### config.mk
export PLATFORM = sky130hd
export DESIGN_NAME = cicd_norm
export DESIGN_NICKNAME = d
export VERILOG_FILES = /design/src/sv/cicd_pkg.sv /design/src/sv/cicd_norm.sv
export SDC_FILE = /design/constraint.sdc
export NUM_CORES = 2
export LEC_CHECK = 0
export ABC_AREA = 1
export BUFFER_PORTS_ARGS = -buffer_cell sky130_fd_sc_hd__buf_2
export CORE_AREA = 2 2 422 424
export DETAILED_ROUTE_END_ITERATION = 12
export DIE_AREA = 0 0 424 426
export PLACE_DENSITY_LB_ADDON = 0.2
export SKIP_LAST_GASP = 1
export SLEW_MARGIN = 30
export SYNTH_ARGS = -nofsm -noshare
export SYNTH_HDL_FRONTEND = slang
export SYNTH_SLANG_ARGS = --single-unit
### constraint.sdc
create_clock -name clk -period 8.5 [get_ports clk]
set_input_delay 0.85 -clock clk [delete_from_list [all_inputs] [get_ports clk]]
set_output_delay 0.85 -clock clk [all_outputs]
set_load 0.01 [all_outputs]
### src/sv/cicd_pkg.sv
// ----------------------------------------------------------------------------
// CIC decimator package
// Shared constants, register index codes and the pipeline control token.
// ----------------------------------------------------------------------------
package cicd_pkg;

    // Defaults for the top-level parameters
    localparam int MAX_STAGES_DEF  = 6;
    localparam int SAMPLE_BITS_DEF = 16;
    localparam int ACC_BITS_DEF    = 52;

    // Register and counter widths
    localparam int RATIO_W    = 7;
    localparam int STAGE_W    = 3;
    localparam int SCALE_W    = 33;
    localparam int PHASE_W    = 6;
    localparam int CFG_IDX_W  = 2;
    localparam int CFG_DATA_W = 33;

    // Register reset values and limits
    localparam logic [RATIO_W-1:0] RATIO_RST  = 7'd10;
    localparam logic [RATIO_W-1:0] RATIO_MAX  = 7'd64;
    localparam logic [STAGE_W-1:0] STAGES_RST = 3'd3;
    localparam logic [SCALE_W-1:0] SCALE_RST  = 33'd4294967;

    // Configuration register indexes
    typedef enum logic [CFG_IDX_W-1:0] {
        REG_DECIM_RATIO = 2'd0,
        REG_STAGE_CNT   = 2'd1,
        REG_NORM_SCALE  = 2'd2
    } reg_idx_t;

    // Control that travels with each sample down the cell chain
    typedef struct packed {
        logic emit;   // phase counter was zero: run the combs, give a result
        logic last;   // end of block: clear state once this sample has passed
    } ctl_t;

endpackage

### src/sv/cicd_norm.sv
// ----------------------------------------------------------------------------
// CIC output normaliser
// Scale by the Q1.32 gain, floor and saturate; four registered stages.
// ----------------------------------------------------------------------------
module cicd_norm #(
    parameter int SAMPLE_BITS = cicd_pkg::SAMPLE_BITS_DEF,
    parameter int ACC_BITS    = cicd_pkg::ACC_BITS_DEF
) (
    input  logic                               clk,
    input  logic                               rst_n,
    input  logic [cicd_pkg::SCALE_W-1:0]       scale,
    input  logic                               up_valid,
    output logic                               up_ready,
    input  logic [ACC_BITS-1:0]                up_data,
    input  cicd_pkg::ctl_t                     up_ctl,
    output logic                               dn_valid,
    input  logic                               dn_ready,
    output logic [SAMPLE_BITS-1:0]             dn_sample,
    output logic [ACC_BITS-1:0]                dn_raw
);

    localparam int HI_BITS = (ACC_BITS > 32) ? ACC_BITS - 32 : 1;
    localparam int MAG_W   = 32 + HI_BITS;
    localparam int Q_W     = MAG_W + 2;
    localparam logic [Q_W-1:0] LIM_POS = Q_W'((65'd1 << (SAMPLE_BITS - 1)) - 65'd1);
    localparam logic [Q_W:0]   LIM_NEG = (Q_W + 1)'(65'd1 << (SAMPLE_BITS - 1));

    // Stage 1: sign and magnitude
    logic                v1_reg;
    logic                neg1_reg;
    logic [ACC_BITS-1:0] mag1_reg;
    logic [ACC_BITS-1:0] raw1_reg;
    // Stage 2: partial products
    logic                v2_reg;
    logic                neg2_reg;
    logic                sh2_reg;
    logic [63:0]         lo2_reg;
    logic [MAG_W-1:0]    phi2_reg;
    logic [ACC_BITS-1:0] mag2_reg;
    logic [ACC_BITS-1:0] raw2_reg;
    // Stage 3: floored magnitude
    logic                v3_reg;
    logic                neg3_reg;
    logic                frac3_reg;
    logic [Q_W-1:0]      q3_reg;
    logic [ACC_BITS-1:0] raw3_reg;
    // Output register
    logic                  vo_reg;
    logic [SAMPLE_BITS-1:0] smp_reg;
    logic [ACC_BITS-1:0]    rawo_reg;

    logic rdy2, rdy3, rdy_o;
    logic [MAG_W-1:0]       mag_ext;
    logic [31:0]            ml;
    logic [HI_BITS-1:0]     mh;
    logic [63:0]            lo_next;
    logic [MAG_W-1:0]       phi_next;
    logic [Q_W-1:0]         q_next;
    logic [Q_W:0]           qn;
    logic [Q_W:0]           qn_sat;
    logic [SAMPLE_BITS-1:0] smp_next;

    assign rdy_o    = !vo_reg || dn_ready;
    assign rdy3     = !v3_reg || rdy_o;
    assign rdy2     = !v2_reg || rdy3;
    assign up_ready = !v1_reg || rdy2;

    assign mag_ext  = MAG_W'(mag1_reg);
    assign ml       = mag_ext[31:0];
    assign mh       = mag_ext[MAG_W-1:32];
    assign lo_next  = ml * scale[31:0];
    assign phi_next = mh * scale[31:0];

    assign q_next = Q_W'(phi2_reg) + Q_W'(lo2_reg[63:32])
                  + (sh2_reg ? Q_W'(mag2_reg) : '0);

    // Negative results round towards minus infinity: bump the magnitude
    always_comb
    begin
        qn = {1'b0, q3_reg} + (Q_W + 1)'(frac3_reg);
        qn_sat = (qn > LIM_NEG) ? LIM_NEG : qn;
        if (!neg3_reg)
            smp_next = (q3_reg > LIM_POS) ? LIM_POS[SAMPLE_BITS-1:0]
                                          : q3_reg[SAMPLE_BITS-1:0];
        else
            smp_next = ~qn_sat[SAMPLE_BITS-1:0] + SAMPLE_BITS'(1);
    end

    always_ff @(posedge clk or negedge rst_n)
    begin
        if (!rst_n)
        begin
            v1_reg <= 1'b0;
            v2_reg <= 1'b0;
            v3_reg <= 1'b0;
            vo_reg <= 1'b0;
        end
        else
        begin
            // Drop samples that give no result at the door
            if (up_ready)
                v1_reg <= up_valid && up_ctl.emit;
            if (rdy2)
                v2_reg <= v1_reg;
            if (rdy3)
                v3_reg <= v2_reg;
            if (rdy_o)
                vo_reg <= v3_reg;
        end
    end

    always_ff @(posedge clk)
    begin
        if (up_ready && up_valid)
        begin
            neg1_reg <= up_data[ACC_BITS-1];
            mag1_reg <= up_data[ACC_BITS-1] ? (~up_data + ACC_BITS'(1)) : up_data;
            raw1_reg <= up_data;
        end
        if (rdy2 && v1_reg)
        begin
            neg2_reg <= neg1_reg;
            sh2_reg  <= scale[32];
            lo2_reg  <= lo_next;
            phi2_reg <= phi_next;
            mag2_reg <= mag1_reg;
            raw2_reg <= raw1_reg;
        end
        if (rdy3 && v2_reg)
        begin
            neg3_reg  <= neg2_reg;
            frac3_reg <= (lo2_reg[31:0] != 32'd0);
            q3_reg    <= q_next;
            raw3_reg  <= raw2_reg;
        end
        if (rdy_o && v3_reg)
        begin
            smp_reg  <= smp_next;
            rawo_reg <= raw3_reg;
        end
    end

    assign dn_valid  = vo_reg;
    assign dn_sample = smp_reg;
    assign dn_raw    = rawo_reg;

endmodule

# Word level (Yosys, flattened, before mapping)
# Cells that the tools add are included.
dict set report totals {
  regBits 507
  latchBits 0
  ram_bits 0
  romBits 0
  input_bits 91
  output_inout_bits 70
  word_cells 50
  memories 0
}
dict set report classes {
  add_sub_neg 5
  mul 2
  div 0
  n_lt_le_gt_ge 2
  n_eq_ne 0
  shifts 0
  muxes 5
  bitwise_logic 2
  reduce_logical 14
}
# operator n
set ops {}
lappend ops {{32-bit by 32-bit multiplier with 64-bit output} 1}
lappend ops {{54-bit by 1-bit adder with 55-bit output} 1}
lappend ops {{55-bit by 16-bit > comparator with 1-bit output (second input constant)} 1}
lappend ops {{53-bit by 52-bit adder with 54-bit output} 1}
lappend ops {{54-bit by 15-bit > comparator with 1-bit output (second input constant)} 1}
lappend ops {{52-bit by 32-bit adder with 53-bit output} 1}
lappend ops {{52-bit by 1-bit adder with 52-bit output (second input constant)} 1}
lappend ops {{20-bit by 32-bit multiplier with 52-bit output} 1}
lappend ops {{52-bit two-way mux} 1}
lappend ops {{52-bit inverter} 1}
lappend ops {{51-bit two-way mux} 1}
lappend ops {{16-bit two-way mux} 3}
lappend ops {{32-bit nonzero test} 1}
lappend ops {{16-bit by 1-bit adder with 16-bit output (second input constant)} 1}
lappend ops {{16-bit inverter} 1}
lappend ops {{1-bit logical AND} 5}
lappend ops {{1-bit logical NOT} 4}
lappend ops {{1-bit logical OR} 4}

# Longest topological paths before layout
dict set report logic_depth {
  ltp_word 6
  depth_mapped 36
  ltp_nobuf 34
}

# Worst setup path before layout
# Ideal clock, no wire load.
dict set report synth_timing {
  kind {in2reg}
  startpoint {in scale[6] (netlist name)}
  endpoint {reg lo2_reg[42] (data pin)}
  t_arrival_ps 7473
  required_ps 8238
  slack_ps 764
  stages 31
  path_buffers 2
  cell_sequence {clkbuf_1 clkbuf_1 nand2_1 inv_1 fa_1 fa_1 fa_1 inv_1 fa_1 inv_1 fa_1 inv_1 fa_1 inv_1 fa_1 inv_1 fa_1 inv_1 ha_1 nand2_1 nor2_1 nand2_1 inv_1 nand3_1 nand3_1 inv_1 o21ai_0 a21oi_1 o31ai_1 a21oi_1 xor2_1}
}
dict set report synth_between {
  elab_chain_cells 1
}
# item line_no
set synth_lines {}
lappend synth_lines {{from (decl)} cicd_norm.sv:11} ;# input logic [cicd_pkg::SCALE_W-1:0] scale,
lappend synth_lines {{32-bit by 32-bit multiplier with 64-bit output} cicd_norm.sv:71} ;# assign lo_next = ml * scale[31:0];
lappend synth_lines {{named net lo_next[42]} cicd_norm.sv:56} ;# logic [63:0] lo_next;
lappend synth_lines {{to (signal assigned)} cicd_norm.sv:124} ;# lo2_reg <= lo_next;
lappend synth_lines {{to (decl)} cicd_norm.sv:37} ;# logic [63:0] lo2_reg;
# The timed path passes the listed nets, and every way through them passes these cells.
# A chain may end at the register's enable or synchronous reset.

# Worst setup path in the final report
dict set report layout_timing {
  startpoint {reg mag1_reg[14]}
  endpoint {reg lo2_reg[57] (data pin)}
}
dict set report layout_between {
  elab_chain_cells 1
}
# item line_no
set layout_lines {}
lappend layout_lines {{from (decl)} cicd_norm.sv:31} ;# logic [ACC_BITS-1:0] mag1_reg;
lappend layout_lines {{from (signal assigned)} cicd_norm.sv:117} ;# mag1_reg <= up_data[ACC_BITS-1] ? (~up_data + ACC_BITS'(1)) : up_data;
lappend layout_lines {{32-bit by 32-bit multiplier with 64-bit output} cicd_norm.sv:71}
lappend layout_lines {{named net lo_next[57]} cicd_norm.sv:56}
# The timed path passes the listed nets, and every way through them passes these cells.

==> flow_metrics.tcl <==
set metrics [dict create \
    required_ps 8890 \
    final-hold-violation-count 0 \
    cts_num_sinks 502 \
    dp_hpwl_mm 186 \
    fin_crit_ps 8000 \
    hold_end "dn_raw[47]" \
    vias 58890 \
    vias_per_cell 5.04 \
    htreeDepth 2 \
    pin_count 161 \
    critPathCaptureType "flip-flop" \
    min_from "raw3_reg[47]" \
    fin_crit_sh_pct 94.1 \
    routabilityCongestion 0.948 \
    finalSetupTns_ps 0 \
    drt_wl_total_mm 224 \
    worst_pin_slew_ps 1060 \
    overflow 0 \
    wl_per_cell_um 19.2 \
    crit_type "reg -> reg" \
    synth_cells 9241 \
    die_h_um 426 \
    cts_hold_buf 1 \
    grt_pass1_vias 63461 \
    grt_pass1_wl_mm 359 \
    synth-seq-cells 502 \
    ctsResizeCount 0 \
    firstDrtPassIters 8 \
    synth_cell_type_count 54 \
    avgSynthCellArea_um2 8.53 \
    first_iter_violations 4333 \
    worst_r2r_startpoint "mag1_reg[14]" \
    slew_violations 0 \
    ff2ff_setup_slack_ps 500 \
    fin_nets 11350 \
    crit_path_start "mag1_reg[14]" \
    finalHoldWorstSlack_ps 379 \
    synthToLayoutAreaGrowth_pct 7.47 \
    fin_skew_ps 48.5 \
    cts_buffer_depth 3 \
    port_buffers 159 \
    drc 0 \
    max_freq_ghz 0.125 \
    dieWidth_um 424 \
    cts_root_buf "clkbuf_16" \
    cap_violations 0 \
    setup.worst_path.start_class "flip-flop" \
    worstReg2RegEnd "lo2_reg[57]" \
    worstSkewPairLatency_ps 640 \
    dieArea_um2 181000 \
    core-area_um2 176000 \
    final_util_pct 48.2 \
    yosysSeqAreaShare_pct 19.1 \
    antenna_left 0 \
    rows 154 \
    yosysWarnings 0 \
    cp_max_fo 21 \
    drive_gt1_share_pct 5.13 \
    min_path_type "reg -> reg" \
    timing.slew.headroom_pct 29.3 \
    synthesis.area_um2 78900 \
    clk_pin_slew_ps 60 \
    syn_nets 11297 \
    antenna_found_initial 7 \
    largest_reg_flops 64 \
    setup_viol 0 \
    initial_utilization_pct 44.9 \
    grt_max_degree 109 \
    cts_tree "built" \
    track_usage_pct 25.6 \
    rsz0062_at_grt "false" \
    cts_setup_buffers 0 \
    status "complete, no violations" \
    numCtsBuffers 50 \
    rr_worst_depth 26 \
    hold_depth 0 \
    arrival_ps 8390 \
]
cell type report:
type	instances	area (um^2)
fillers	17047	91000
multi-input cells	5703	52400
flip-flops and latches	502	15100
inverters	2673	10000
well taps	2340	2930
repair buffers	364	2660
clock buffers	56	1270
clock inverters	38	373
diodes	6	15.0
critical path, cell delays in order (launching register included):
cell	delay, ps
edfxtp_1	890
buf_4	470
nand2_1	100
inv_1	110
fa_1	430
fa_1	520
inv_1	70
fa_1	450
fa_1	540
inv_1	50
fa_1	540
fa_1	420
fa_1	560
inv_1	70
fa_1	480
inv_1	40
ha_1	370
nand2_1	120
nor2_1	200
nand2_1	100
nor4_1	420
nand3_1	140
nand2_1	160
nand3_1	120
nand2b_1	130
a21oi_1	90
xnor2_1	140
cells in the mapped netlist (all sizes together):
master   instances  share of area [%]
a21boi           8              0.076
o22ai            1             0.0079
ha             500                7.9
dfrtp            4               0.13
a221oi           3              0.033
xor2           149                1.7
a211oi           7              0.067
o21a            12               0.11
fa            1465                 37
o21ai          135               0.86
o21bai           6              0.057
nand2b           1             0.0079
o311ai           1              0.011
o211ai          10              0.095
a21oi          250                1.6
edfxtp         498                 19
and3             6              0.048
clkbuf         355                1.7
or3              1             0.0079
inv           2673                 13
a22oi            2              0.019
nor2           388                2.0
xnor2           72               0.80
a21o            19               0.18
nand4           50               0.42
o41ai            2              0.022
buf              8              0.049
a41oi            2              0.022
or2              5              0.040
nor4            38               0.30
o2111ai          7              0.078
o221ai           8              0.089
nand3b           5              0.048
nand3          133               0.86
a2111oi          1              0.011
a31oi           53               0.42
nor3b            3              0.029
nand2         2311                 11
nor3            33               0.22
o31ai           16               0.15
layer usage:
layer	track usage, %	up-vias	routed length [um]
met4	7.27	2	6600
met3	2.67	303	13200
met1	35.3	29703	98100
li1	-	27017	-
met5	0	-	13
met2	42.9	1865	106000
per-stage QoR:
| step | cell area, um^2 | instances | setup slack (ps) |
|---|---|---|---|
| 3_3_place_gp | 83000 | 11574 | 231 |
| 4_1_cts | 84700 | 11671 | 523 |
| 5_1_grt | 84700 | 11679 | 69.3 |
| 6_report | 84800 | 11682 | 500 |
| 2_1_floorplan | 78900 | 9241 | 764 |
| 3_5_place_dp | 83000 | 11576 | 260 |
logic make-up after synthesis:
group	count (synthesis)	share of synthesized area (%)
flip-flops	502	19.1
AO/OA/AOI/OAI	543	3.90
adder cells (fa/ha/maj)	1965	45.1
AND/OR/NAND/NOR	2974	15.0
XOR/XNOR	221	2.45
buffers and inverters	3036	14.5
worst max-delay path by stage:
stage,to,slack [ps],cells after the start
finish,lo2_reg[57],500,26
global route,lo2_reg[57],70,26
CTS,lo2_reg[57],520,26
detailed placement,lo2_reg[62],260,27
global placement,lo2_reg[44],230,34
floorplan,lo2_reg[42],760,31
cells in the final DEF (no fill, tap or decap), drive strengths merged, types with 72 or more instances in the layout:
master	count
inv	2681
buf	363
a21oi	250
nor2	388
nand2	2311
xnor2	72
ha	500
edfxtp	498
xor2	149
o21ai	135
nand3	133
fa	1465
Power is not shown: default switching activity piles up to over one toggle a cycle in this logic, so the estimate is an artifact.
