==> src/sv/cicd_pkg.sv <==
// ----------------------------------------------------------------------------
// CIC decimator package
// Shared constants, register index codes and the pipeline control token.
// ----------------------------------------------------------------------------
package cicd_pkg;

    // Defaults for the top-level parameters
    localparam int MAX_STAGES_DEF  = 6;
    localparam int SAMPLE_BITS_DEF = 16;
    localparam int ACC_BITS_DEF    = 52;

    // Register and counter widths
    localparam int RATIO_W    = 7;
    localparam int STAGE_W    = 3;
    localparam int SCALE_W    = 33;
    localparam int PHASE_W    = 6;
    localparam int CFG_IDX_W  = 2;
    localparam int CFG_DATA_W = 33;

    // Register reset values and limits
    localparam logic [RATIO_W-1:0] RATIO_RST  = 7'd10;
    localparam logic [RATIO_W-1:0] RATIO_MAX  = 7'd64;
    localparam logic [STAGE_W-1:0] STAGES_RST = 3'd3;
    localparam logic [SCALE_W-1:0] SCALE_RST  = 33'd4294967;

    // Configuration register indexes
    typedef enum logic [CFG_IDX_W-1:0] {
        REG_DECIM_RATIO = 2'd0,
        REG_STAGE_CNT   = 2'd1,
        REG_NORM_SCALE  = 2'd2
    } reg_idx_t;

    // Control that travels with each sample down the cell chain
    typedef struct packed {
        logic emit;   // phase counter was zero: run the combs, give a result
        logic last;   // end of block: clear state once this sample has passed
    } ctl_t;

endpackage

==> src/sv/cicd_comb_cell.sv <==
// ----------------------------------------------------------------------------
// CIC comb cell
// One differentiator with its delay word, active on decimated samples only.
// ----------------------------------------------------------------------------
module cicd_comb_cell #(
    parameter int ACC_BITS = cicd_pkg::ACC_BITS_DEF
) (
    input  logic                 clk,
    input  logic                 rst_n,
    input  logic                 used,
    input  logic                 up_valid,
    output logic                 up_ready,
    input  logic [ACC_BITS-1:0]  up_data,
    input  cicd_pkg::ctl_t       up_ctl,
    output logic                 dn_valid,
    input  logic                 dn_ready,
    output logic [ACC_BITS-1:0]  dn_data,
    output cicd_pkg::ctl_t       dn_ctl
);

    logic                valid_reg;
    logic [ACC_BITS-1:0] dly_reg;
    logic [ACC_BITS-1:0] dly_next;
    logic [ACC_BITS-1:0] diff;
    logic [ACC_BITS-1:0] data_reg;
    cicd_pkg::ctl_t      ctl_reg;
    logic                take;
    logic                apply;

    assign up_ready = !valid_reg || dn_ready;
    assign take     = up_valid && up_ready;
    assign apply    = used && up_ctl.emit;
    assign diff     = up_data - dly_reg;

    always_comb
    begin
        if (up_ctl.last)
            dly_next = '0;
        else if (apply)
            dly_next = up_data;
        else
            dly_next = dly_reg;
    end

    always_ff @(posedge clk or negedge rst_n)
    begin
        if (!rst_n)
        begin
            valid_reg <= 1'b0;
            dly_reg   <= '0;
        end
        else
        begin
            if (up_ready)
                valid_reg <= up_valid;
            if (take)
                dly_reg <= dly_next;
        end
    end

    always_ff @(posedge clk)
    begin
        if (take)
        begin
            data_reg <= apply ? diff : up_data;
            ctl_reg  <= up_ctl;
        end
    end

    assign dn_valid = valid_reg;
    assign dn_data  = data_reg;
    assign dn_ctl   = ctl_reg;

endmodule

==> config.mk <==
export PLATFORM = sky130hd
export DESIGN_NAME = cicd_comb_cell
export DESIGN_NICKNAME = d
export VERILOG_FILES = /design/src/sv/cicd_pkg.sv /design/src/sv/cicd_comb_cell.sv
export SDC_FILE = /design/constraint.sdc
export NUM_CORES = 1
export LEC_CHECK = 0
export BUFFER_PORTS_ARGS = -buffer_cell sky130_fd_sc_hd__buf_4
export CAP_MARGIN = 10
export CORE_AREA = 2 2 141 143
export DETAILED_ROUTE_END_ITERATION = 8
export DIE_AREA = 0 0 143 145
export HOLD_SLACK_MARGIN = 0.06
export PLACE_DENSITY = 0.65
export SETUP_SLACK_MARGIN = 0.15
export SLEW_MARGIN = 30
export SYNTH_ARGS = -nofsm -noshare
export SYNTH_HDL_FRONTEND = slang
export SYNTH_SLANG_ARGS = --single-unit
export TNS_END_PERCENT = 20
==> constraint.sdc <==
create_clock -name clk -period 8.6 [get_ports clk]
set_input_delay 1.72 -clock clk [delete_from_list [all_inputs] [get_ports clk]]
set_output_delay 1.72 -clock clk [all_outputs]
set_load 0.03 [all_outputs]
Yosys cells after proc, flatten, opt, wreduce, memory -nomap -nowiden
Cells that the tools add are included.
- $add $sub $neg: 1
- multiplexer cells: 3
- reduce and logical (&&, ||, !) cells: 6
- operator list (kind ; number):
    $mux W52 ; 3
    $sub A52 B52 Y52 ; 1
    $logic_and A1 B1 Y1 ; 2
    $reduce_and A2 Y1 ; 1
    $reduce_bool A2 Y1 ; 1
    $logic_not A1 Y1 ; 1
    $logic_or A1 B1 Y1 ; 1
- bits in registers: 107
- input port bits: 59
- output and inout port bits: 56
- logic and storage cells: 15

Depth between registers and ports, before layout
Gate-level depths: netlist (run 1).
- depth after elaboration: 4
- gate-level depth with buffers: 13
- mapped depth without buffers: 13

Worst setup path after synthesis (run 1)
Ideal clock, no wire load.
- path type: input to register
- from: input dn_ready
- to: register dly_reg[2]
- library setup time: 0.135 ns
- arrival: 4.509 ns
- required time: 8.465 ns
- slack: 3.956 ns
- stages: 7
- buffers on the path: 2
- cell sequence: nand2b_1 and2_1 o21ai_0 clkbuf_1 clkbuf_1 nand2_1 o21ai_0
- longest elaborated chain between the ends: 3
- ends and longest elaborated chain (item ; RTL line ; RTL):
    start, declared ; cicd_comb_cell.sv:16 ; input logic dn_ready,
    $logic_or A1 B1 Y1 ; cicd_comb_cell.sv:30 ; assign up_ready = !valid_reg || dn_ready;
    $logic_and A1 B1 Y1 ; cicd_comb_cell.sv:31 ; assign take = up_valid && up_ready;
    named net take ; cicd_comb_cell.sv:27 ; logic take;
    $reduce_and A2 Y1 (no source line) ; -- ;
    end signal, assigned ; cicd_comb_cell.sv:57 ; dly_reg <= dly_next;
    end, declared ; cicd_comb_cell.sv:22 ; logic [ACC_BITS-1:0] dly_reg;
The timed path passes the listed nets, and every way through them passes these cells.
A chain may end at the register's enable or synchronous reset.

Worst setup path in the final report (run 1)
- from: input up_data[0]
- to: register data_reg[32], in the netlist dn_data[32], data pin
- longest elaborated chain between the ends: 2
- ends and longest elaborated chain (item ; RTL line ; RTL):
    start, declared ; cicd_comb_cell.sv:13 ; input logic [ACC_BITS-1:0] up_data,
    $sub A52 B52 Y52 ; cicd_comb_cell.sv:33 ; assign diff = up_data - dly_reg;
    $mux W52 ; cicd_comb_cell.sv:65 ; data_reg <= apply ? diff : up_data;
    end signal, assigned ; cicd_comb_cell.sv:65 ;
    end, declared ; cicd_comb_cell.sv:25 ; logic [ACC_BITS-1:0] data_reg;
No other way between the ends.

==> impl_metrics.ini, run 1 <==
[run_status]
run_status = finished, final reports clean

[route]
routedWlPerCell_um = 15.1
drc_errors = 0
wirelength_mm = 18.8
viasPerCell = 5.16
firstDrtPassIters = 5
ant_nets = 0
drt-initial-drc-count = 521
vias = 6398

[flow_run]
cap_violations = 0

[finish]
drive_gt1_share_pct = 15.5
fin_cells = 1241
syn_to_final_growth_pct = 17.4
diodes = 0
fin_nets = 1082

[sta]
relSlewSlack_pct = 40.1
fin_setup_tns_ns = 0
max_slew.worst_pin.slew_ns = 0.899
drv_slew = 0
fmax_mhz = 224
skew_ns = 0.0117
setup_violations = 0
rsz0062_at_grt = false
fin_crit_sh_pct = 52.0
layout_min_cycle_time_ns = 4.47
hold_violations = 0

[cts]
h-tree-depth = 3
cts_tree = built
postCtsSetupRepairBufs = 0
ctsRootBufferMaster = clkbuf_16
cts_hold_buf = 0
clockBufferDepth = 2
clk_latency_ns = 0.36
clock_sinks = 107
clk_pin_slew_ns = 0.07
numCtsBuffers = 9
cts.repair.resized = 0

[critical_path]
slowest_stage = fa_1
cp_num_cells = 14
slowest_delay_ns = 0.39
crit_path_end_kind = flip-flop
critical_path_class = in -> reg
cp_max_fo = 4
r2r_slack_ns = 5.32
crit_top_cell = inv_1
crit_chain = buf_4 -> inv_1 -> ha_1 -> inv_1 -> fa_1 -> a21o_1 -> a211oi_2 -> o21bai_1 -> a31o_2 -> a221oi_4 -> o211ai_2 -> a41oi_1 -> xor2_1 -> o21ai_1
worst_ep_required_time_ns = 8.71
critPathBufInv = 3
critPathLaunchType = input port
path_delay_family = compound AO/OA/AOI/OAI gates
rr_endpoint = dn_data[22]
worstPathArrival_ns = 4.58
reg2reg_depth = 12
r2r-start = dly_reg[0]

[floorplanning]
die-area_sq_um = 20700
start_util_pct = 39.3
boundaryPins = 115
design.core.area_sq_um = 19200
die_h_um = 145
die_w_um = 143
rows = 51

[yosys]
synth_edf_count = 54
syn_inst = 891
synth_area_sq_um = 7550
postSynthAreaPerCell_sq_um = 8.48
ys_seq_elements = 107
ys_seq_area_share_pct = 39.0
ys_warn_count = 0
ys_types = 60
ys_async_sr_fraction_pct = 49.5
synth_nets = 1002
synth_ff_type = edfxtp_1

[pwr]
power.total_uw = 1680
p_per_area_nw_per_um2 = 189
peakVddDrop_mv = 0.0963
power.leakage_uw = 0.00383

[global_route]
grt_max_degree = 105
grt_use_met1_pct = 26.7
busiest_layer = met2
grt_use_met2_pct = 29.2
grt_pass1_vias = 6172
use_met3_pct = 2.97
antenna_found_initial = 0
overflow = 0
grtUsageTotal_pct = 18.7
grt_pass1_wl_mm = 31.2

[placement]
place_congestion = 0.880
placed_cells = 1224
hpwlAfterDp_mm = 13.6
port_buffers = 114

[hold_path]
hold_path_startpoint = dly_reg[24]
holdPathEnd = dly_reg[24]
hold_path_depth = 2
hold_path_class = reg -> reg
-- cell usage after synthesis (26+ instances only) --
cell type / count / share of area [%]
a21o_1: 26 / 2.6
a21oi_1: 66 / 4.4
clkbuf_1: 39 / 1.9
dfrtp_1: 53 / 18
edfxtp_1: 54 / 21
ha_1: 51 / 8.4
inv_1: 73 / 3.6
nand2_1: 133 / 6.6
nand2b_1: 56 / 4.6
nor2_1: 36 / 1.8
o21ai_0: 117 / 7.8
xnor2_1: 28 / 3.2
-- layer usage --
layer / vias up / share of wire, %
li1: 3265 / -
met1: 2979 / 48
met2: 137 / 46
met3: 17 / 4.4
met4: 0 / 1.7
met5: - / 0
-- where the power goes --
| part | internal, uW | switching [uW] |
|---|---|---|
| clock | 200 | 205 |
| sequential | 602 | 24.0 |
| combinational | 251 | 397 |
-- cell type report --
cell class,count,area (sq um)
Sequential cell,107,2950
Tap cell,265,332
Clock inverter,6,47.5
Timing Repair Buffer,118,898
Multi-Input combinational cell,662,4140
Inverter,73,274
Fill cell,1894,10300
Clock buffer,10,229
-- worst max-delay path by stage --
| stage | start | endpoint | slack, ns |
|---|---|---|---|
| final | up_data[0] | dn_data[32] | 4.13 |
| after CTS | up_data[0] | dn_data[32] | 4.11 |
| after global placement | up_data[0] | dn_data[32] | 3.81 |
| after detailed placement | up_data[0] | dn_data[32] | 3.74 |
| after floorplan | dn_ready | dly_reg[2] | 3.96 |
| after global routing | up_data[0] | dn_data[32] | 3.86 |
-- kinds of logic (layout without fill, tap and decap cells) --
group	after synthesis	count (layout)	synth area share [%]
mux	2	2	0.282
buf+inv	122	207	6.33
simple gates	280	280	17.4
compound gates	280	280	22.7
fa+ha+maj	52	52	8.71
xor+xnor	48	48	5.56
flops	107	107	39.0
-- cells in the final DEF, fill, tap and decap left out, types with 2 or more instances in the layout --
master     instances
a211oi_1           2
a21boi_0           2
a21o_1            26
a21oi_1           66
a221oi_2           2
a31o_2             2
a31oi_1            8
a41oi_1            2
and2_2             2
and3_1             5
buf_4            117
clkbuf_16          9
dfrtp_1           53
edfxtp_1          54
ha_1              51
inv_1             73
inv_6              3
nand2_1          132
nand2b_1          56
nand3_1            4
nand4_1           23
nor2_1            36
nor3_1            11
o2111ai_1          3
o211ai_1           4
o21ai_0          116
o21ai_1            4
o21bai_1          15
o221ai_1           3
o31ai_1            7
or3_1              4
xnor2_1           28
xor2_1            20
-- per-stage QoR --
step | utilization (%) | worst slack [ns] | hold slack [ns] | cell area [sq um]
2_1_floorplan | - | 3.96 | 0.450 | 7550
3_3_place_gp | 44.6 | 3.81 | 0.462 | 8580
3_5_place_dp | 44.6 | 3.74 | 0.471 | 8580
4_1_cts | 46.1 | 4.11 | 0.488 | 8850
5_1_grt | 46.2 | 3.86 | 0.510 | 8870
6_report | 46.2 | 4.13 | 0.481 | 8870
-- worst register-to-register path: stages, from the launching register on --
cell	delay, ns
dfrtp_1	0.38
ha_1	0.20
inv_1	0.07
fa_1	0.20
a21o_1	0.16
a211oi_2	0.09
o31ai_1	0.44
nand2_1	0.19
o41ai_1	0.64
nor2b_1	0.27
nor2_1	0.07
xnor2_1	0.21
o21ai_0	0.11
Power figures use the tool's default switching activity.
==> run 2, diff against run 1 <==
clock period = 4.42 ns   (was 8.6 ns; I/O delays follow)
==> run 2 against run 1 <==
Against the previous run:
- non-clock buffer count up 2
- cell count up 0.16%
- via count down 0.92%
- flip-flop and latch count unchanged
- combinational power up 96%
- global-route usage up 0.14 points
- die area unchanged
- count of clock-buffer cells in the layout down 1
==> impl_metrics.ini, run 2 (same netlist as run 1, synthesis figures left out) <==
[critical_path]
worst_ep_required_time_ns = 4.53
cp_max_fo = 4
rr_endpoint = dn_data[32]
r2r_slack_ns = 1.14
critPathLaunchType = input port
critical_path_class = in -> reg
crit_path_end_kind = flip-flop
r2r-start = dly_reg[0]
worstPathArrival_ns = 3.75
reg2reg_depth = 12

[route]
viasPerCell = 5.10
vias = 6339
firstDrtPassIters = 5
routedWlPerCell_um = 15.3
drc_errors = 0
ant_nets = 0
wirelength_mm = 19.0
drt-initial-drc-count = 439

[global_route]
antenna_found_initial = 0
grtUsageTotal_pct = 18.8
grt_pass1_wl_mm = 31.4
grt_max_degree = 105
grt_pass1_vias = 6092
overflow = 0

[cts]
cts_hold_buf = 0
clk_pin_slew_ns = 0.07
clock_sinks = 107
cts_tree = built
postCtsSetupRepairBufs = 0
h-tree-depth = 3
cts.repair.resized = 0
numCtsBuffers = 9
ctsRootBufferMaster = clkbuf_16
clk_latency_ns = 0.37
clockBufferDepth = 2

[placement]
port_buffers = 114
hpwlAfterDp_mm = 13.9
place_congestion = 0.876

[floorplanning]
design.core.area_sq_um = 19200
die_w_um = 143
start_util_pct = 39.3
boundaryPins = 115
die-area_sq_um = 20700
rows = 51
die_h_um = 145

[hold_path]
hold_path_class = reg -> reg
holdPathEnd = dly_reg[30]
hold_path_startpoint = dly_reg[30]
hold_path_depth = 2

[sta]
setup_violations = 0
drv_slew = 0
fmax_mhz = 274
hold_violations = 0
fin_setup_tns_ns = 0
max_slew.worst_pin.slew_ns = 0.903
skew_ns = 0.0124
fin_crit_sh_pct = 82.5
relSlewSlack_pct = 39.8
layout_min_cycle_time_ns = 3.65
rsz0062_at_grt = false

[finish]
syn_to_final_growth_pct = 18.1
mostFrequentLayoutCells = 132 x nand2_1, 120 x buf_4, 116 x o21ai_0, 73 x inv_1, 66 x a21oi_1
drive_gt1_share_pct = 15.6
fin_nets = 1084
diodes = 0
postLayoutCoreUtil_pct = 46.5
final_common_cell = nand2_1

[pwr]
power.leakage_uw = 0.00386
p_per_area_nw_per_um2 = 381
peakVddDrop_mv = 0.204

[run_status]
run_status = finished, final reports clean

[flow_run]
cap_violations = 0
run 2: cell types whose count changed in the layout (fill, tap and decap cells not counted), sizes merged:
cell,change
buf,+2
bufinv,+2
clkbuf,-1
clkinvlp,-1
run 2: per-layer routing:
layer  share of wire, %  wire length [um]  track usage [%]  vias to the layer above
met4                1.6               311             5.69                        0
met3                3.4               645             2.48                       18
met1                 49              9410             26.9                     2921
li1                   -                 -                -                     3275
met2                 46              8670             29.7                      125
met5                  0                 0                0                        -
run 2: report_power, final:
group          internal, uW  total [uW]  switching [uW]
clock network           503         912             409
registers              1170        1220            46.8
logic                   491        1270             775
total                  2170        3400            1230
run 2: final cells by class:
type / count / area (sq um)
Fill cell: 1901 / 10300
Clock inverter: 7 / 98.8
Multi-Input combinational cell: 662 / 4140
Timing Repair Buffer: 120 / 901
Tap cell: 265 / 332
Inverter: 73 / 274
Clock buffer: 9 / 225
Sequential cell: 107 / 2950
run 2: stage by stage:
| stage | worst slack (ns) | hold WS, ns | total power [uW] | cells | cell area, sq um |
|---|---|---|---|---|---|
| 2_1_floorplan | 0.612 | 0.450 | 2140 | 891 | 7550 |
| 3_3_place_gp | 0.495 | 0.462 | 2490 | 1227 | 8600 |
| 3_5_place_dp | 0.421 | 0.470 | 2500 | 1227 | 8600 |
| 4_1_cts | 0.791 | 0.487 | 3420 | 1243 | 8920 |
| 5_1_grt | 0.541 | 0.507 | 3610 | 1243 | 8920 |
| 6_report | 0.775 | 0.484 | 3400 | 1243 | 8920 |
run 2: how the worst max path moves through the flow:
stage	start	to	slack, ns	cells after the start
floorplan	dn_ready	dly_reg[2]	0.61	7
global placement	up_data[0]	dn_data[32]	0.49	14
detailed placement	up_data[0]	dn_data[32]	0.42	14
CTS	up_data[0]	dn_data[32]	0.79	14
global route	up_data[0]	dn_data[32]	0.54	14
finish	up_data[0]	dn_data[32]	0.77	14
run 2: worst max-delay path: stages:
cell and delay, ns:
buf_4 0.11, inv_1 0.07, ha_1 0.17, inv_1 0.05, fa_1 0.39, a21o_1 0.19
a211oi_2 0.30, o21bai_1 0.17, a31o_2 0.31, a221oi_4 0.38, o211ai_2 0.19, a41oi_1 0.28
xor2_1 0.18, o21ai_1 0.07
