==> src/sv/cicd_pkg.sv <==
// ----------------------------------------------------------------------------
// CIC decimator package
// Shared constants, register index codes and the pipeline control token.
// ----------------------------------------------------------------------------
package cicd_pkg;

    // Defaults for the top-level parameters
    localparam int MAX_STAGES_DEF  = 6;
    localparam int SAMPLE_BITS_DEF = 16;
    localparam int ACC_BITS_DEF    = 52;

    // Register and counter widths
    localparam int RATIO_W    = 7;
    localparam int STAGE_W    = 3;
    localparam int SCALE_W    = 33;
    localparam int PHASE_W    = 6;
    localparam int CFG_IDX_W  = 2;
    localparam int CFG_DATA_W = 33;

    // Register reset values and limits
    localparam logic [RATIO_W-1:0] RATIO_RST  = 7'd10;
    localparam logic [RATIO_W-1:0] RATIO_MAX  = 7'd64;
    localparam logic [STAGE_W-1:0] STAGES_RST = 3'd3;
    localparam logic [SCALE_W-1:0] SCALE_RST  = 33'd4294967;

    // Configuration register indexes
    typedef enum logic [CFG_IDX_W-1:0] {
        REG_DECIM_RATIO = 2'd0,
        REG_STAGE_CNT   = 2'd1,
        REG_NORM_SCALE  = 2'd2
    } reg_idx_t;

    // Control that travels with each sample down the cell chain
    typedef struct packed {
        logic emit;   // phase counter was zero: run the combs, give a result
        logic last;   // end of block: clear state once this sample has passed
    } ctl_t;

endpackage

==> src/sv/cicd_integ_cell.sv <==
// ----------------------------------------------------------------------------
// CIC integrator cell
// One wrapping accumulator with its own pipeline register and handshake.
// ----------------------------------------------------------------------------
module cicd_integ_cell #(
    parameter int ACC_BITS = cicd_pkg::ACC_BITS_DEF
) (
    input  logic                 clk,
    input  logic                 rst_n,
    input  logic                 used,
    input  logic                 up_valid,
    output logic                 up_ready,
    input  logic [ACC_BITS-1:0]  up_data,
    input  cicd_pkg::ctl_t       up_ctl,
    output logic                 dn_valid,
    input  logic                 dn_ready,
    output logic [ACC_BITS-1:0]  dn_data,
    output cicd_pkg::ctl_t       dn_ctl
);

    logic                valid_reg;
    logic [ACC_BITS-1:0] acc_reg;
    logic [ACC_BITS-1:0] acc_next;
    logic [ACC_BITS-1:0] sum;
    logic [ACC_BITS-1:0] data_reg;
    cicd_pkg::ctl_t      ctl_reg;
    logic                take;

    assign up_ready = !valid_reg || dn_ready;
    assign take     = up_valid && up_ready;
    assign sum      = acc_reg + up_data;

    always_comb
    begin
        if (up_ctl.last)
            acc_next = '0;
        else if (used)
            acc_next = sum;
        else
            acc_next = acc_reg;
    end

    always_ff @(posedge clk or negedge rst_n)
    begin
        if (!rst_n)
        begin
            valid_reg <= 1'b0;
            acc_reg   <= '0;
        end
        else
        begin
            if (up_ready)
                valid_reg <= up_valid;
            if (take)
                acc_reg <= acc_next;
        end
    end

    // Unused stages pass the sample straight on
    always_ff @(posedge clk)
    begin
        if (take)
        begin
            data_reg <= used ? sum : up_data;
            ctl_reg  <= up_ctl;
        end
    end

    assign dn_valid = valid_reg;
    assign dn_data  = data_reg;
    assign dn_ctl   = ctl_reg;

endmodule

==> config.mk <==
export PLATFORM = sky130hd
export DESIGN_NAME = cicd_integ_cell
export DESIGN_NICKNAME = d
export VERILOG_FILES = /design/src/sv/cicd_pkg.sv /design/src/sv/cicd_integ_cell.sv
export SDC_FILE = /design/constraint.sdc
export NUM_CORES = 1
export LEC_CHECK = 0
export BUFFER_PORTS_ARGS = -buffer_cell sky130_fd_sc_hd__buf_2
export CAP_MARGIN = 30
export CELL_PAD_IN_SITES_DETAIL_PLACEMENT = 1
export CELL_PAD_IN_SITES_GLOBAL_PLACEMENT = 2
export CORE_MARGIN = 5
export CORE_UTILIZATION = 41
export CTS_BUF_LIST = sky130_fd_sc_hd__clkbuf_4 sky130_fd_sc_hd__clkbuf_8
export DETAILED_ROUTE_END_ITERATION = 16
export GPL_ROUTABILITY_DRIVEN = 0
export MAX_ROUTING_LAYER = met4
export PLACE_DENSITY_LB_ADDON = 0.1
export RECOVER_POWER = 50
export SETUP_SLACK_MARGIN = 0.4
export SLEW_MARGIN = 15
export SYNTH_ARGS = -nofsm -noshare
export SYNTH_HDL_FRONTEND = slang
export SYNTH_SLANG_ARGS = --single-unit
==> constraint.sdc <==
create_clock -name clk -period 4.6 [get_ports clk]
set_input_delay 0.46 -clock clk [delete_from_list [all_inputs] [get_ports clk]]
set_output_delay 0.46 -clock clk [all_outputs]
set_load 0.05 [all_outputs]
# Yosys cells after proc, flatten, opt, wreduce, memory -nomap -nowiden
# Index checks and enable logic that the tools add are counted.
# W data, S select, Z words.
[totals] ff_bits=107 in_bits=59 output_inout_bits=56 word_cells=14
[classes] addsub=1 n_mux=3 n_reduce_logical=5
[op_table] cell="$mux W52" count=3
[op_table] cell="$add A52 B52 Y52" count=1
[op_table] cell="$reduce_and A2 Y1" count=1
[op_table] cell="$reduce_bool A2 Y1" count=1
[op_table] cell="$logic_and A1 B1 Y1" count=1
[op_table] cell="$logic_not A1 Y1" count=1
[op_table] cell="$logic_or A1 B1 Y1" count=1

# Longest topological paths before layout
# Gate-level depths: netlist of run 1.
[depth] depth_word=4 ltp_mapped=12 ltp_nobuf=12

# Worst setup path after synthesis of run 1
# OpenSTA, ideal clock, no wires.
[synth_timing] kind="register -> register" from="register valid_reg (netlist: dn_valid)" to="register acc_reg[11]" setup_ns=0.066 t_arrival_ns=3.690 required_ns=4.534 slack_ns=0.843 path_stages_with_launch=7 n_path_buf=1 synth_period_minus_slack_ns=3.757 path_cell_list="dfrtp_1 nand2b_1 and2_1 o21ai_1 nor2_1 clkbuf_1 a22o_1"
[synth_via] elab_chain_cells=4
[synth_lines] element="start, declared" line="cicd_integ_cell.sv:21" text="logic valid_reg;"
[synth_lines] element="start signal, assigned" line="cicd_integ_cell.sv:53" text="valid_reg <= up_valid;"
[synth_lines] element="$logic_not A1 Y1" line="cicd_integ_cell.sv:29" text="assign up_ready = !valid_reg || dn_ready;"
[synth_lines] element="$logic_or A1 B1 Y1" line="cicd_integ_cell.sv:29"
[synth_lines] element="via up_ready" line="cicd_integ_cell.sv:12" text="output logic up_ready,"
[synth_lines] element="$logic_and A1 B1 Y1" line="cicd_integ_cell.sv:30" text="assign take = up_valid && up_ready;"
[synth_lines] element="via take" line="cicd_integ_cell.sv:27" text="logic take;"
[synth_lines] element="$reduce_and A2 Y1 (no line)"
[synth_lines] element="end signal, assigned" line="cicd_integ_cell.sv:55" text="acc_reg <= acc_next;"
[synth_lines] element="end, declared" line="cicd_integ_cell.sv:22" text="logic [ACC_BITS-1:0] acc_reg;"
# The timed path passes the listed nets, and every way through them passes these cells.
# A chain may end at the register's enable or synchronous reset.

# Final worst setup path of run 1
[layout_timing] from="register acc_reg[0]" to="register data_reg[48] (netlist: dn_data[48]) (data pin)"
[layout_via] elab_chain_cells=2
[layout_lines] element="$add A52 B52 Y52" line="cicd_integ_cell.sv:31" text="assign sum = acc_reg + up_data;"
[layout_lines] element="$mux W52" line="cicd_integ_cell.sv:64" text="data_reg <= used ? sum : up_data;"
[layout_lines] element="end signal, assigned" line="cicd_integ_cell.sv:64"
[layout_lines] element="end, declared" line="cicd_integ_cell.sv:25" text="logic [ACC_BITS-1:0] data_reg;"
# No other way between the ends.

==> results_dict.tcl, run 1 <==
set metrics [dict create \
    status "finished, violations left" \
    violations "max-capacitance violations, max-slew violations" \
    synthCells 654 \
    seq_area_frac_synth 0.425 \
    hold_path_end "dn_ctl[1]" \
    antenna_left 0 \
    final_nets 866 \
    ctsRootBufferMaster "clkbuf_8" \
    stdcell_count 980 \
    min_path_cells 1 \
    worst_pin_slew_ns 3.25 \
    met1_length_um 9040 \
    drv_cap 3 \
    dieArea_mm2 0.0196 \
    io_pins 115 \
    wl_per_cell_um 19.3 \
    viasPerCell 5.67 \
    syn_avg_cell_area_um2 10.6 \
    skew_ns 0.0184 \
    drv_slew 147 \
    seqPwrFrac 0.284 \
    synth-edff-count 54 \
    die_h_um 140 \
    hold_viol 0 \
    syn-num-nets 765 \
    rsz0062_at_grt "no" \
    worstRegToRegCells 12 \
    pwr-share-clk 0.116 \
    drc 0 \
    worstHoldPathType "in -> reg" \
    reg2reg_from "acc_reg[0]" \
    timing.rr.end "dn_data[48]" \
    num-fill-cells 1932 \
    crit_path_end_kind "flop" \
    critical_path_class "reg -> reg" \
    synth_cell_type_count 60 \
    met3WireLength_um 533 \
    fin_crit_ns 3.70 \
    arrival_ns 3.85 \
    initial_core_util 0.419 \
    io_buffers 114 \
    diodes 0 \
    num_vias 5552 \
    grt_pass1_vias 6067 \
    ys.flop_type "edfxtp_1" \
    yosys_warnings 0 \
    synth-seq-cells 107 \
    cts_resized 0 \
    wirelength_um 18900 \
    power_density_mw_per_mm2 704 \
    power.internal_mw 2.98 \
    dp.cells 964 \
    cts_hold_buffers 0 \
    setup_viol 0 \
    p_switching_mw 2.57 \
    syn2layout_area_growth_pct 13.6 \
    peakVddDrop_mv 0.260 \
    combPwrFrac 0.600 \
    drt_iter0_drc 256 \
    dp_hpwl_um 14100 \
    grt_usage 0.199 \
    fmax_ghz 0.270 \
    clock_path_buffers 2 \
    synth.top_cell.area_share 0.234 \
    cts_sinks 107 \
    num_rows 47 \
    swShare 0.463 \
    cts_tree "done" \
    cts_max_level 3 \
    path_max_fanout 4 \
    synthArstFlopShare 0.495 \
    power_mw 5.56 \
    p_leak_nw 3.35 \
    grt_pass1_wl_um 31300 \
    r2r_setup_slack_ns 0.90 \
    synthTopCellsByArea "edfxtp_1, dfrtp_1, ha_1" \
    met2WireLength_um 9110 \
    tns_ns 0 \
    layout-drive-gt1-share 0.188 \
    clk_latency_ns 0.39 \
    required_ns 4.75 \
    period_share 0.804 \
    min_from "up_ctl[1]" \
    grt_max_degree 60 \
    grt_overflow_total 0 \
    slew_headroom -1.17 \
    fp.coreArea_mm2 0.0166 \
    post_cts_buffers 0 \
    path_clk_slew_ns 0.11 \
    cts_buffers 9 \
    die_x_um 140 \
    top_layer_used "met4" \
    syn_area_mm2 0.00694 \
    fin_util 0.476 \
    antenna_found_initial 0 \
    first_pass_iters 4 \
    synth_area_leader_cell "edfxtp_1" \
    cp-start-kind "flop" \
]
[placed cells by master, fill, tap and decap left out, types with 5 or more instances in the layout]
cell / count
a31oi_1: 5
nor2_1: 25
edfxtp_1: 54
nor3_1: 7
nand3_1: 7
a21oi_1: 59
nand2b_1: 9
o21ai_1: 6
clkbuf_1: 61
nand4_1: 9
dfrtp_1: 53
o21bai_1: 9
a21o_1: 25
nand2_1: 55
xor2_1: 17
xnor2_1: 32
inv_1: 14
mux2_2: 48
a22o_1: 44
buf_2: 56
nor2b_1: 6
o21a_1: 5
ha_1: 51
o21ai_0: 31
clkbuf_8: 11
[power by group through the flow]
stage / sequential [mW] / combinational, mW / clock (mW)
2_1_floorplan: 1.94 / 2.21 / 0
4_1_cts: 1.57 / 3.38 / 0.669
5_1_grt: 1.61 / 3.66 / 0.708
3_3_place_gp: 1.57 / 3.29 / 0
3_5_place_dp: 1.59 / 3.35 / 0
6_report: 1.58 / 3.33 / 0.646
[Yosys cell counts (all sizes together), types with 2 or more instances]
library cell,count
a211oi,2
edfxtp,54
a221o,2
o211ai,3
nand2,55
a21oi,61
o21a,6
o21bai,9
and2,3
nand3,7
a31oi,5
or3,3
inv,14
o21ai,39
nor2,26
xor2,17
nor3,7
and3,3
nand2b,9
a311oi,2
a21o,25
a21bo,2
nand4,9
or2,3
o31a,2
o31ai,3
clkbuf,27
ha,51
buf,2
xnor2,32
mux2,48
a22o,44
dfrtp,53
a221oi,3
o221ai,2
nor2b,6
[worst max-delay path: stages (launching register included)]
cell and delay, ns:
dfrtp_1 0.40, ha_1 0.21, fa_1 0.42, a21o_1 0.20
a221oi_2 0.34, o21ai_1 0.19, a21oi_2 0.29, o221ai_2 0.22
a21oi_2 0.24, o21ai_1 0.23, a311oi_2 0.33, xnor2_1 0.12
mux2_2 0.27
[per-stage QoR]
step	hold slack [ns]	setup WS [ns]	area [um2]
finish	0.236	0.900	7890
global route	0.216	0.658	7890
CTS	0.211	0.872	7970
detailed placement	0.481	0.682	7760
global placement	0.471	0.820	7730
floorplan	0.164	0.843	6940
[routing by layer]
layer / vias up / track usage
li1: 2654 / -
met1: 2789 / 0.260
met2: 90 / 0.332
met3: 19 / 0.0215
met4: 0 / 0.0520
met5: - / -
[how the worst max path moves through the flow]
stage,endpoint,from
6_report,dn_data[48],acc_reg[0]
5_1_grt,dn_data[48],acc_reg[0]
4_1_cts,dn_data[48],acc_reg[0]
3_5_place_dp,dn_data[48],up_data[0]
3_3_place_gp,dn_data[48],up_data[0]
2_1_floorplan,acc_reg[11],dn_valid
[layout make-up]
| cell class | count | area, um2 | share of cell area |
|---|---|---|---|
| clock buffer | 12 | 159 | 0.0201 |
| sequential | 107 | 2950 | 0.374 |
| inverter | 14 | 52.6 | 0.00666 |
| multi-input combinational | 504 | 3850 | 0.488 |
| timing repair buffer | 119 | 544 | 0.0690 |
| clock inverter | 4 | 55.1 | 0.00698 |
| tap | 220 | 275 | 0.0349 |
[logic make-up (layout without fill, tap and decap cells)]
logic type	count (synthesis)	after routing	share of synthesized area
compound gates	220	220	0.225
xor+xnor	49	49	0.0618
fa+ha+maj	52	52	0.0948
buf+inv	43	149	0.0232
flops	107	107	0.425
mux	49	49	0.0793
simple gates	134	134	0.0917
(Power assumes the default switching activity.)
==> inputs of run 2 (changes only) <==
- CORE_UTILIZATION: 41 -> 38
- clock period: 4.6 -> 3.6 ns (I/O delays scaled with it)
==> run 2 against run 1 <==
  * Worst setup slack got worse by 0.52 ns
  * Combinational power increased by 49%
  * The flow still finishes with violations (max-capacitance violations, max-slew violations)
  * First-iteration DRC count shrank 9.0%
  * Via count increased by 2.4%
  * Design area increased by 7.8%
  * Utilization fell by 0.23 points
  * Fmax increased by 15%
  * Clock-buffer cell count down 3
  * Global-route usage is 0.31 points lower
  * Clock skew down 0.0099 ns
  * Largest cell class unchanged
  * Sequential power is 28% higher
==> results_dict.tcl, run 2 (synthesis gave the netlist of run 1 again) <==
set metrics [dict create \
    worstRegToRegCells 11 \
    pwr-share-clk 0.094 \
    slew_headroom -0.199 \
    path_clk_slew_ns 0.11 \
    swShare 0.460 \
    grt_pass1_vias 6305 \
    grt_usage 0.196 \
    dp.cells 986 \
    max_stage_delay_ns 0.46 \
    most-common-layout-cells "clkbuf_1, buf_2, nand2_1, edfxtp_1, dfrtp_1" \
    drv_cap 4 \
    stdcell_count 1031 \
    clock_path_buffers 2 \
    cts_tree "done" \
    layout-drive-gt1-share 0.292 \
    grt_pass1_wl_um 33500 \
    rsz0062_at_grt "yes" \
    cp_top_family "compound AO/OA/AOI/OAI gates" \
    ctsRootBufferMaster "clkbuf_8" \
    grt_overflow_total 0 \
    power_density_mw_per_mm2 908 \
    die_h_um 145 \
    cts_max_level 3 \
    num_rows 49 \
    drv_slew 168 \
    seqPwrFrac 0.263 \
    arrival_ns 3.37 \
    final_nets 908 \
    whs_ns 0.142 \
    num_vias 5684 \
    min_from "up_ctl[1]" \
    min_path_cells 1 \
    clk_latency_ns 0.39 \
    cts_buffers 9 \
    fin_crit_ns 3.22 \
    r2r_setup_slack_ns 0.38 \
    skew_ns 0.00853 \
    drt_iter0_drc 233 \
    worstHoldPathType "in -> reg" \
    die_x_um 145 \
    crit_path_top_delay_cell "a221oi_1" \
    diodes 0 \
    cp-start-kind "flop" \
    fmax_ghz 0.311 \
    final_common_cell "clkbuf_1" \
    placedInstanceArea_mm2 0.00785 \
    hold_viol 0 \
    dieArea_mm2 0.0211 \
    grt_max_degree 60 \
    violations "max-capacitance violations, max-slew violations" \
    fp.coreArea_mm2 0.0180 \
    worst_pin_slew_ns 1.80 \
    period_share 0.894 \
    first_pass_iters 4 \
    peakVddDrop_mv 0.435 \
    critical_path_class "reg -> reg" \
    reg2reg_from "acc_reg[11]" \
    timing.rr.end "dn_data[50]" \
    combPwrFrac 0.643 \
    p_switching_mw 3.55 \
    initial_core_util 0.387 \
    syn2layout_area_growth_pct 22.4 \
    cts_sinks 107 \
    path_max_fanout 5 \
    crit_path_end_kind "flop" \
    antenna_left 0 \
    hold_path_end "dn_ctl[1]" \
    viasPerCell 5.51 \
    io_buffers 114 \
    post-route-cell-area_mm2 0.00850 \
    setup_viol 0 \
    cp_num_buf_inv 0 \
    wirelength_um 20600 \
    tns_ns 0 \
    wl_per_cell_um 20.0 \
    crit_chain "ha_1 -> a21oi_1 -> o211ai_1 -> a221oi_1 -> o31ai_2 -> a21bo_2 -> a21o_4 -> a31oi_4 -> o21ai_2 -> xor2_1 -> mux2_2" \
    antenna_found_initial 0 \
    power_mw 7.72 \
    p_leak_nw 3.58 \
    power.internal_mw 4.17 \
    status "finished, violations left" \
    required_ns 3.75 \
    drc 0 \
    io_pins 115 \
    dp_hpwl_um 14900 \
]
[run 2: layout make-up]
type	instances	area [um2]
inverter	14	52.6
sequential	107	2950
multi-input combinational	504	4180
fill	2029	9460
timing repair buffer	161	862
clock buffer	9	124
clock inverter	7	51.3
tap	229	287
[run 2: how the worst max path moves through the flow]
stage / start / to / slack [ns] / cells past startpoint
2_1_floorplan: up_data[0] / dn_data[48] / 0.45 / 12
4_1_cts: acc_reg[0] / dn_data[48] / 0.38 / 12
5_1_grt: acc_reg[11] / dn_data[50] / 0.21 / 11
3_5_place_dp: up_data[0] / dn_data[48] / 0.03 / 13
3_3_place_gp: up_data[4] / dn_data[47] / 0.16 / 13
6_report: acc_reg[11] / dn_data[50] / 0.38 / 11
[run 2: metrics by stage]
step | setup WS [ns] | util
after floorplan | 0.449 | -
after global placement | 0.160 | 0.437
after detailed placement | 0.0252 | 0.437
after CTS | 0.379 | 0.462
after global routing | 0.215 | 0.473
final | 0.381 | 0.473
[run 2: power groups by stage]
stage / Clock, mW / Sequential, mW / Combinational (mW)
after floorplan: 0 / 2.47 / 2.83
after detailed placement: 0 / 2.03 / 4.42
after CTS: 0.769 / 2.02 / 4.70
after global routing: 0.815 / 2.07 / 5.43
after global placement: 0 / 2.01 / 4.34
final: 0.728 / 2.03 / 4.96
[run 2: what timing repair did]
action                     CTS  global route
cloned                       0             0
resized for setup           26            46
pin swaps                   19            24
setup buffers               14            15
setup endpoints to repair   27            24
hold buffers                 0             0
[run 2: per-layer routing]
| layer | track usage | wire length, um |
|---|---|---|
| met1 | 0.244 | 9330 |
| met2 | 0.335 | 10400 |
| met3 | 0.0318 | 628 |
| met4 | 0.0434 | 271 |
| met5 | - | 0 |
==> inputs of run 3 (changes only) <==
- GPL_TIMING_DRIVEN: unset -> 0
- MAX_ROUTING_LAYER: met4 -> unset
- SKIP_CTS_REPAIR_TIMING: unset -> 1
==> run 3 against run 2 <==
  * The flow now finishes without violations
  * Fmax shrank 5.9%
  * Clock-buffer cell count grew 2
  * Clock power grew 8.8%
  * Design area grew 1.5%
  * Sequential power is essentially flat
  * Register-to-register slack lost 0.20 ns
  * Non-clock buffer count grew 20
  * Hold slack lost 0.013 ns
  * Clock skew grew 0.0015 ns
  * Worst setup slack lost 0.20 ns
==> results_dict.tcl, run 3 (synthesis gave the netlist of run 1 again) <==
set metrics [dict create \
    ctsRootBufferMaster "clkbuf_8" \
    worst_pin_slew_ns 1.06 \
    die_h_um 145 \
    required_ns 3.76 \
    grt_overflow_total 0 \
    rsz0062_at_grt "yes" \
    drv_slew 0 \
    dp_hpwl_um 14900 \
    r2r_setup_slack_ns 0.18 \
    fin_crit_ns 3.42 \
    cts_sinks 107 \
    num_rows 49 \
    grt_usage 0.184 \
    viasPerCell 5.50 \
    cp_top_family "compound AO/OA/AOI/OAI gates" \
    crit_path_frequent_cell "a21oi_4" \
    die_x_um 145 \
    clk_latency_ns 0.40 \
    timing.rr.end "dn_data[48]" \
    post-route-cell-area_mm2 0.00863 \
    slew_headroom 0.291 \
    worstRegToRegCells 12 \
    first_pass_iters 4 \
    min_path_cells 1 \
    grt_pass1_vias 6112 \
    min_from "up_ctl[1]" \
    most-common-layout-cells "clkbuf_1, buf_2, edfxtp_1" \
    cts_max_level 3 \
    cts_buffers 9 \
    cp_num_cells 12 \
    wl_per_cell_um 19.2 \
    worstHoldPathType "in -> reg" \
    path_clk_slew_ns 0.11 \
    tns_ns 0 \
    power_density_mw_per_mm2 903 \
    path_max_fanout 4 \
    initial_core_util 0.387 \
    skew_ns 0.0100 \
    crit_path_end_kind "flop" \
    arrival_ns 3.58 \
    dieArea_mm2 0.0211 \
    grt_max_degree 56 \
    crit_path_top_delay_cell "dfrtp_1" \
    num_vias 5780 \
    final_nets 928 \
    fmax_ghz 0.292 \
    wirelength_um 20200 \
    cts_tree "done" \
    crit_chain "ha_1 -> fa_2 -> a21o_1 -> a221oi_4 -> o21ai_2 -> a21oi_4 -> o221ai_4 -> a21oi_4 -> o21ai_4 -> a311oi_2 -> xnor2_1 -> mux2_2" \
    fin_util 0.480 \
    setup_viol 0 \
    io_pins 115 \
    cp-start-kind "flop" \
    io_buffers 114 \
    hold_path_end "dn_ctl[1]" \
    period_share 0.950 \
    drv_cap 0 \
    placedInstanceArea_mm2 0.00783 \
    drt_iter0_drc 206 \
    clock_path_buffers 2 \
    p_leak_nw 3.62 \
    max_stage_delay_ns 0.41 \
    syn2layout_area_growth_pct 24.3 \
    antenna_found_initial 0 \
    status "finished, final reports clean" \
    layout-drive-gt1-share 0.276 \
    reg2reg_from "acc_reg[0]" \
    grt_pass1_wl_um 32000 \
    critical_path_class "reg -> reg" \
    power_mw 7.79 \
    drc 0 \
    antenna_left 0 \
    fp.coreArea_mm2 0.0180 \
    peakVddDrop_mv 0.343 \
    hold_viol 0 \
    final_common_cell "clkbuf_1" \
    diodes 0 \
    cp_num_buf_inv 0 \
]
[run 3: cell count changes in the layout (fill, tap and decap cells not counted), sizes merged]
cell | previous run | this run
clkbuf | 72 | 96
dlygate4sd3 | 0 | 1
bufinv | 0 | 1
buf | 98 | 95
inv | 17 | 14
[run 3: worst register-to-register path: stages (launching register included)]
cell and delay (ns):
dfrtp_1 0.41, ha_1 0.23, fa_2 0.36, a21o_1 0.23
a221oi_4 0.33, o21ai_2 0.13, a21oi_4 0.25, o221ai_4 0.18
a21oi_4 0.25, o21ai_4 0.11, a311oi_2 0.31, xnor2_1 0.13
mux2_2 0.27
[run 3: metrics by stage]
stage | hold WS [ns] | std cells | worst slack (ns)
after detailed placement | 0.260 | 998 | -0.280
final | 0.129 | 1051 | 0.181
after CTS | -0.194 | 1014 | -0.182
after global placement | 0.470 | 997 | -0.296
after floorplan | 0.0644 | 654 | 0.449
after global routing | 0.104 | 1051 | 0.0687
[run 3: area by class of cell]
type | instances | area, um2
Buffer | 29 | 114
Clock buffer | 11 | 139
Clock inverter | 5 | 55.1
Fill cell | 2024 | 9340
Inverter | 14 | 52.6
Multi-Input combinational cell | 504 | 4240
Sequential cell | 107 | 2950
Tap cell | 229 | 287
Timing Repair Buffer | 152 | 793
[run 3: where the power goes]
part           internal (mW)  leakage [nW]  total, mW  switching (mW)
sequential              1.80          1.20       2.04           0.236
combinational           2.10          2.32       4.96            2.86
clock                  0.336        0.0978      0.792           0.456
[run 3: how the worst max path moves through the flow]
stage | slack (ns) | from | end
after floorplan | 0.45 | up_data[0] | dn_data[48]
after global placement | -0.30 | up_data[0] | dn_data[48]
after detailed placement | -0.28 | up_data[0] | dn_data[48]
after CTS | -0.18 | acc_reg[0] | dn_data[48]
after global routing | 0.07 | acc_reg[0] | dn_data[48]
final | 0.18 | acc_reg[0] | dn_data[48]
[run 3: layer usage]
metal / up-vias / track usage / wire length, um
met4: 0 / 0.0555 / 303
met2: 103 / 0.313 / 9900
met3: 20 / 0.0274 / 608
met1: 2860 / 0.241 / 9370
met5: - / 0 / 0
li1: 2797 / - / -
